## config.mk

```make
export PLATFORM = sky130hd
export DESIGN_NAME = substring_first_match_finder_core
export DESIGN_NICKNAME = d
export VERILOG_FILES = /design/src/rtl/sfmf_pkg.sv /design/src/rtl/sfmf_cfg_regs.sv /design/src/rtl/sfmf_cell.sv /design/src/rtl/substring_first_match_finder_core.sv
export SDC_FILE = /design/constraint.sdc
export NUM_CORES = 1
export LEC_CHECK = 0
export BUFFER_PORTS_ARGS = -buffer_cell sky130_fd_sc_hd__buf_4
export CAP_MARGIN = 20
export CORE_ASPECT_RATIO = 0.7
export CORE_UTILIZATION = 62
export DETAILED_ROUTE_END_ITERATION = 10
export PLACE_DENSITY = 0.8
export REMOVE_ABC_BUFFERS = 1
export SLEW_MARGIN = 20
export SYNTH_ARGS = -nofsm -noshare
export SYNTH_HDL_FRONTEND = slang
export SYNTH_SLANG_ARGS = --single-unit
export TNS_END_PERCENT = 5
```

## constraint.sdc

```tcl
create_clock -name clk_i -period 9.3 [get_ports clk_i]
set_input_delay 0.93 -clock clk_i [delete_from_list [all_inputs] [get_ports clk_i]]
set_output_delay 0.93 -clock clk_i [all_outputs]
set_load 0.02 [all_outputs]
```

## src/rtl/sfmf_pkg.sv

```systemverilog
// ----------------------------------------------------------------------------
// sfmf_pkg
// Types and constants shared by the substring first-match finder modules.
// ----------------------------------------------------------------------------
package sfmf_pkg;

  localparam int MAX_PATTERN   = 16;
  localparam int PATTERN_BYTES = 16;
  localparam int PATTERN_BITS  = 8 * PATTERN_BYTES;
  localparam int LEN_W         = 5;
  localparam int COUNT_W       = 32;
  localparam int APB_ADDR_W    = 5;
  localparam int APB_DATA_W    = 64;

  // Register indexes, taken from paddr[4:3].
  localparam logic [1:0] REG_PATTERN_LENGTH = 2'd0;
  localparam logic [1:0] REG_PATTERN_LOW    = 2'd1;
  localparam logic [1:0] REG_PATTERN_HIGH   = 2'd2;

  typedef struct packed {
    logic [7:0] text_byte;
    logic       end_of_text;
  } sfmf_text_req_t;

  typedef struct packed {
    logic        found;
    logic [31:0] position;
  } sfmf_result_t;

  typedef struct packed {
    logic [LEN_W-1:0]        pattern_length;
    logic [PATTERN_BITS-1:0] pattern_bytes;
  } sfmf_cfg_t;

endpackage

```

## src/rtl/sfmf_cfg_regs.sv

```systemverilog
// ----------------------------------------------------------------------------
// sfmf_cfg_regs
// APB register file holding the pattern length and the sixteen pattern bytes.
// ----------------------------------------------------------------------------
module sfmf_cfg_regs (
  input  logic                               clk_i,
  input  logic                               rst_ni,
  input  logic                               psel,
  input  logic                               penable,
  input  logic                               pwrite,
  input  logic [sfmf_pkg::APB_ADDR_W-1:0]    paddr,
  input  logic [sfmf_pkg::APB_DATA_W-1:0]    pwdata,
  output logic [sfmf_pkg::APB_DATA_W-1:0]    prdata,
  output logic                               pready,
  output sfmf_pkg::sfmf_cfg_t                cfg_o
);

  logic [sfmf_pkg::LEN_W-1:0]      len_q;
  logic [sfmf_pkg::APB_DATA_W-1:0] low_q;
  logic [sfmf_pkg::APB_DATA_W-1:0] high_q;
  logic [1:0]                      reg_idx;
  logic                            wr_en;

  assign pready  = 1'b1;
  assign reg_idx = paddr[4:3];
  assign wr_en   = psel & penable & pwrite & pready;

  always_ff @(posedge clk_i or negedge rst_ni) begin
    if (!rst_ni) begin
      len_q  <= '0;
      low_q  <= '0;
      high_q <= '0;
    end else if (wr_en) begin
      case (reg_idx)
        sfmf_pkg::REG_PATTERN_LENGTH: begin
          len_q <= pwdata[sfmf_pkg::LEN_W-1:0];
        end
        sfmf_pkg::REG_PATTERN_LOW: begin
          low_q <= pwdata;
        end
        sfmf_pkg::REG_PATTERN_HIGH: begin
          high_q <= pwdata;
        end
        default: begin
        end
      endcase
    end
  end

  always_comb begin
    case (reg_idx)
      sfmf_pkg::REG_PATTERN_LENGTH: begin
        prdata = {{(sfmf_pkg::APB_DATA_W-sfmf_pkg::LEN_W){1'b0}}, len_q};
      end
      sfmf_pkg::REG_PATTERN_LOW: begin
        prdata = low_q;
      end
      sfmf_pkg::REG_PATTERN_HIGH: begin
        prdata = high_q;
      end
      default: begin
        prdata = '0;
      end
    endcase
  end

  assign cfg_o.pattern_length = len_q;
  assign cfg_o.pattern_bytes  = {high_q, low_q};

endmodule

```

## src/rtl/sfmf_cell.sv

```systemverilog
// ----------------------------------------------------------------------------
// sfmf_cell
// One window position: holds a text byte, passes it on, and checks the byte
// that moves in against the pattern byte aligned to this position.
// ----------------------------------------------------------------------------
module sfmf_cell #(
  parameter int CELL_INDEX = 0
) (
  input  logic                clk_i,
  input  logic                rst_ni,
  input  logic                shift_en_i,
  input  logic                clear_i,
  input  logic [7:0]          byte_i,
  input  sfmf_pkg::sfmf_cfg_t cfg_i,
  output logic [7:0]          byte_o,
  output logic                hit_o
);

  localparam logic [6:0] Idx = 7'(CELL_INDEX);

  logic [7:0] byte_q;
  logic [6:0] len_ext;
  logic [6:0] pat_idx;
  logic       active;
  logic [7:0] expected;

  always_ff @(posedge clk_i or negedge rst_ni) begin
    if (!rst_ni) begin
      byte_q <= '0;
    end else if (clear_i) begin
      byte_q <= '0;
    end else if (shift_en_i) begin
      byte_q <= byte_i;
    end
  end

  // The newest byte sits in cell 0, so this cell meets pattern byte len-1-index.
  always_comb begin
    len_ext = {2'b00, cfg_i.pattern_length};
    active  = Idx < len_ext;
    pat_idx = len_ext - Idx - 7'd1;
    if (pat_idx < 7'(sfmf_pkg::PATTERN_BYTES)) begin
      expected = cfg_i.pattern_bytes[{pat_idx[3:0], 3'b000} +: 8];
    end else begin
      expected = '0;
    end
  end

  assign hit_o  = !active || (byte_i == expected);
  assign byte_o = byte_q;

endmodule

```

## src/rtl/substring_first_match_finder_core.sv

```systemverilog
// ----------------------------------------------------------------------------
// substring_first_match_finder_core: first occurrence of a pattern in a text.
// Result: registered in the output register from the accepted request that produces it.
// Throughput: one text byte per cycle while in_ready_o is high; the cell row compares combinationally.
// Reset: asynchronous; window, count, matched flag and output valid clear, the payload does not.
// ----------------------------------------------------------------------------
module substring_first_match_finder_core #(
  parameter int MAX_PATTERN = sfmf_pkg::MAX_PATTERN
) (
  input  logic                             clk_i,
  input  logic                             rst_ni,
  // Text request channel.
  input  logic                             in_valid_i,
  output logic                             in_ready_o,
  input  sfmf_pkg::sfmf_text_req_t         in_req_i,
  // Result channel.
  output logic                             out_valid_o,
  input  logic                             out_ready_i,
  output sfmf_pkg::sfmf_result_t           out_rsp_o,
  // Configuration port.
  input  logic                             psel,
  input  logic                             penable,
  input  logic                             pwrite,
  input  logic [sfmf_pkg::APB_ADDR_W-1:0]  paddr,
  input  logic [sfmf_pkg::APB_DATA_W-1:0]  pwdata,
  output logic [sfmf_pkg::APB_DATA_W-1:0]  prdata,
  output logic                             pready
);

  localparam int CW = sfmf_pkg::COUNT_W;

  sfmf_pkg::sfmf_cfg_t    cfg;
  logic                   in_fire;
  logic                   last_byte;
  logic [7:0]             chain [MAX_PATTERN];
  logic [MAX_PATTERN-1:0] cell_hit;
  logic                   window_hit;
  logic                   len_ok;
  logic [CW-1:0]          len_ext;
  logic [CW-1:0]          bytes_seen_q, bytes_seen_d, bytes_next;
  logic                   matched_q, matched_d;
  logic                   match;
  logic                   emit;
  logic                   out_valid_q, out_valid_d;
  sfmf_pkg::sfmf_result_t out_rsp_q, out_rsp_d;

  // Configuration registers.
  sfmf_cfg_regs u_cfg_regs (
    .clk_i   (clk_i),
    .rst_ni  (rst_ni),
    .psel    (psel),
    .penable (penable),
    .pwrite  (pwrite),
    .paddr   (paddr),
    .pwdata  (pwdata),
    .prdata  (prdata),
    .pready  (pready),
    .cfg_o   (cfg)
  );

  // The output register decouples the two sides: a new request is taken
  // whenever the register is empty or its result leaves in this same cycle.
  assign in_ready_o = !out_valid_q || out_ready_i;
  assign in_fire    = in_valid_i && in_ready_o;
  assign last_byte  = in_req_i.end_of_text;

  // The window is a row of cells. Each accepted byte enters cell 0 and every
  // cell hands its byte to the next one. Each cell compares the byte moving
  // into it with its pattern byte, so the row sees the window as it stands
  // after this byte, before the byte is registered.
  for (genvar j = 0; j < MAX_PATTERN; j++) begin : g_cell
    logic [7:0] cell_in;
    if (j == 0) begin : g_head
      assign cell_in = in_req_i.text_byte;
    end else begin : g_body
      assign cell_in = chain[j-1];
    end

    sfmf_cell #(
      .CELL_INDEX (j)
    ) u_cell (
      .clk_i      (clk_i),
      .rst_ni     (rst_ni),
      .shift_en_i (in_fire),
      .clear_i    (in_fire && last_byte),
      .byte_i     (cell_in),
      .cfg_i      (cfg),
      .byte_o     (chain[j]),
      .hit_o      (cell_hit[j])
    );
  end

  // Cells beyond the pattern length report a hit, so the AND covers only the
  // live part of the window.
  assign window_hit = &cell_hit;

  // An empty pattern, or one longer than the window, never matches.
  assign len_ok  = (cfg.pattern_length != '0) &&
                   ({2'b00, cfg.pattern_length} <= 7'(MAX_PATTERN));
  assign len_ext = {{(CW-sfmf_pkg::LEN_W){1'b0}}, cfg.pattern_length};

  // The byte count stops at its top value instead of wrapping.
  assign bytes_next = (&bytes_seen_q) ? bytes_seen_q : bytes_seen_q + 1'b1;

  // A match needs enough bytes seen to fill the pattern, and only the first
  // match of a text is reported.
  assign match = !matched_q && len_ok && (bytes_next >= len_ext) && window_hit;

  // A result leaves on a match, or on the final byte of a text that never
  // matched.
  assign emit = match || (last_byte && !matched_q);

  always_comb begin
    bytes_seen_d = bytes_seen_q;
    matched_d    = matched_q;
    if (in_fire) begin
      if (last_byte) begin
        // The stream state returns to its reset values after the final byte.
        bytes_seen_d = '0;
        matched_d    = 1'b0;
      end else begin
        bytes_seen_d = bytes_next;
        matched_d    = matched_q || match;
      end
    end
  end

  always_comb begin
    out_valid_d = out_valid_q;
    out_rsp_d   = out_rsp_q;
    if (out_ready_i) begin
      out_valid_d = 1'b0;
    end
    if (in_fire && emit) begin
      out_valid_d        = 1'b1;
      out_rsp_d.found    = match;
      out_rsp_d.position = match ? (bytes_next - len_ext) : '0;
    end
  end

  always_ff @(posedge clk_i or negedge rst_ni) begin
    if (!rst_ni) begin
      bytes_seen_q <= '0;
      matched_q    <= 1'b0;
      out_valid_q  <= 1'b0;
    end else begin
      bytes_seen_q <= bytes_seen_d;
      matched_q    <= matched_d;
      out_valid_q  <= out_valid_d;
    end
  end

  // The result payload needs no reset; it is only read while valid is high.
  always_ff @(posedge clk_i) begin
    out_rsp_q <= out_rsp_d;
  end

  assign out_valid_o = out_valid_q;
  assign out_rsp_o   = out_rsp_q;

endmodule

```

==> flow_summary.json <==
{
  "status": "complete, no violations",
  "postCtsSetupBuffers": 0,
  "yosys_register_bits": 320,
  "synth_area_per_cell_sq_um": 9.88,
  "slew_violations": 0,
  "final_common_cell": "dfrtp_1",
  "routed_wl_um": 85000,
  "ant_nets": 0,
  "cts_tree": "done",
  "yosysSeqAreaShare_pct": 31.5,
  "clk_latency_ns": 0.57,
  "vdd_ir_drop_max_mv": 0.336,
  "synth_edf_count": 33,
  "finalInstanceArea_sq_mm": 0.0287,
  "hold_viol_final": 0,
  "die_x_um": 246,
  "cts-resized-gates": 0,
  "mostFrequentLayoutCells": "dfrtp_1 (286), mux2_2 (258), nand2_1 (236), o21ai_0 (226), buf_4 (218)",
  "grt_max_degree": 119,
  "post_dp_cell_area_sq_mm": 0.0275,
  "worstPathArrival_ns": 6.80,
  "wl_per_cell_um": 25.9,
  "synth_top_area_cell": "dfrtp_1",
  "rsz0062_at_grt": "no",
  "synth_area_leaders": "dfrtp_1 (28%), mux2_2 (11%), mux2i_1 (7.8%)",
  "cts_sinks": 320,
  "yosysUniqueCellTypes": 99,
  "clockRootBuffer": "clkbuf_16",
  "first_iter_violations": 3154,
  "viasPerCell": 6.99,
  "io_buffers": 180,
  "crit_fanout": 39,
  "nNetsFinal": 2830,
  "gp_congestion": 1.01,
  "yosysTopAreaCellShare_pct": 27.7,
  "design.core.area_sq_mm": 0.0411,
  "drive_above_1_share_pct": 25.1,
  "start_util_pct": 63.1,
  "cts_max_level": 2,
  "die-height_um": 173,
  "num_rows": 62,
  "track_usage_pct": 39.5,
  "cp-start-kind": "flop",
  "num_antenna_cells": 0,
  "die-area_sq_mm": 0.0427,
  "numCtsBuffers": 35,
  "firstDrtPassIters": 5,
  "synthCells": 2626,
  "ys_async_sr_fraction_pct": 89.7,
  "worst_hold_path_type": "input pin to asynchronous set/reset pin",
  "fin_crit_ns": 6.62,
  "crit_path_end_kind": "flop",
  "route.detailed.drc": 0,
  "clk_pin_slew_ns": 0.06,
  "vias": 22900,
  "syn_area_sq_mm": 0.0259,
  "drv_cap": 0,
  "tightest_slew_ns": 1.11,
  "holdBufCountCts": 0,
  "hpwl_um": 63000,
  "grt_pass1_wl_um": 129000,
  "p_per_area_mw_per_mm2": 313,
  "min_period_over_period_pct": 71.2,
  "power.leakage_nw": 11.9,
  "max_freq_mhz": 151,
  "fin_skew_ns": 0.0450,
  "grt_pass1_vias": 21500,
  "required_ns": 9.48,
  "grt_overflow": 0,
  "clockBufferDepth": 3,
  "io_pins": 185,
  "antenna_found_initial": 1,
  "reg2reg_depth": 13,
  "area.growth.synth_to_final_pct": 10.7,
  "ys.flop_type": "dfrtp_1",
  "setup_viol": 0,
  "total_power_w": 0.00899,
  "worstSetupPathType": "flop to flop",
  "yosysWarnings": 0,
  "max-slew-margin-rel_pct": 26.1
}
## through the flow
step	setup TNS (ns)	worst slack, ns	util [%]	cells	hold slack [ns]
finish	0	2.68	69.8	3279	0.367
global route	0	2.46	69.8	3279	0.438
CTS	0	2.87	69.8	3278	0.428
detailed placement	0	2.92	67.0	3216	0.520
global placement	0	3.16	67.0	3216	0.506
floorplan	-286.43	-4.97	-	2452	0.478
## cells by family (layout without fill, tap and decap cells)
logic type	count (synthesis)	after routing	synth area share [%]
AOI/OAI and AO/OA	584	584	14.7
xor gates and xnor gates	149	149	5.29
adders and majority gates	35	35	1.72
buffers and inverters	229	338	4.16
DFF	320	320	31.5
muxes	554	554	27.2
other	1	1	0.0145
and+or+nand+nor	754	754	15.4
## registers in the layout (all words and copies together), names as in the netlist
register and cells:
g_cell.u_cell.byte_o 120, out_rsp_o 33, u_cfg_regs.len_q 5, bytes_seen_q 32, u_cfg_regs.high_q 64, matched_q 1, out_valid_o 1, u_cfg_regs.low_q 64
## Yosys cell counts (10+ instances only)
cell type	number
o21ai_0	226
o31ai_1	29
ha_1	34
nand3_1	41
inv_1	51
buf_4	24
and2_1	11
a31oi_1	36
o22ai_1	23
nand3b_1	25
edfxtp_1	33
a22oi_1	15
and3_1	11
clkbuf_1	98
mux4_2	89
buf_6	10
buf_2	32
nand2_1	237
nor4b_1	19
nand4_1	31
mux2i_1	203
nor4_1	16
o21a_1	17
nor4bb_1	12
dfrtp_1	287
nor2b_1	26
or3_1	14
nor2_1	125
a22o_1	66
nand2b_1	116
xor2_1	62
a21oi_1	64
o32ai_1	22
nor3_1	17
xnor2_1	78
mux2_2	258
## area by class of cell
type,count,area [sq um]
clock inverter,13,159
fill,3114,12400
clock buffer,49,1000
tap,544,681
sequential,320,8180
inverter,55,206
multi-input combinational,2077,16800
timing repair buffer,221,1680
## path summary, 6_finish.rpt
path	slack, ns	end	startpoint
max	2.68	out_rsp_o[27]$_SDFFCE_PN0P_	u_cfg_regs.len_q[2]$_DFFE_PN0P_
min	0.37	u_cfg_regs.high_q[50]$_DFFE_PN0P_	rst_ni
max reg2reg	2.68	out_rsp_o[27]$_SDFFCE_PN0P_	u_cfg_regs.len_q[2]$_DFFE_PN0P_
min reg2reg	0.53	bytes_seen_q[27]$_DFFE_PN0P_	bytes_seen_q[27]$_DFFE_PN0P_
max in group asynchronous	6.66	u_cfg_regs.high_q[6]$_DFFE_PN0P_	rst_ni
min in group clk_i	0.53	bytes_seen_q[27]$_DFFE_PN0P_	bytes_seen_q[27]$_DFFE_PN0P_
## layer usage
| layer | share of wire (%) | vias to the layer above | global-route usage [%] |
|---|---|---|---|
| met4 | 3.5 | 0 | 12.3 |
| met2 | 41 | 1410 | 54.8 |
| li1 | - | 9960 | - |
| met5 | 0 | - | 0 |
| met1 | 42 | 11300 | 59.1 |
| met3 | 13 | 201 | 11.4 |
## worst max-delay path, stage by stage, from the launching register on
cell and delay, ns:
dfrtp_1 0.33, buf_4 0.52, ha_1 0.50, nor2b_1 0.66
xor2_4 0.83, mux2i_1 0.41, o21a_1 0.28, o311ai_0 0.88
a32oi_1 0.22, a2111oi_0 0.45, o2111a_2 0.37, a21oi_1 0.17
nor2_2 0.12, buf_4 0.42
## report_power, final
| part | switching (W) | internal [W] | leakage, nW |
|---|---|---|---|
| registers | 0.000211 | 0.00157 | 4.08 |
| logic | 0.00344 | 0.00231 | 7.21 |
| clock network | 0.000617 | 0.000838 | 0.571 |
No activity file was read; power rests on OpenSTA's default activity.
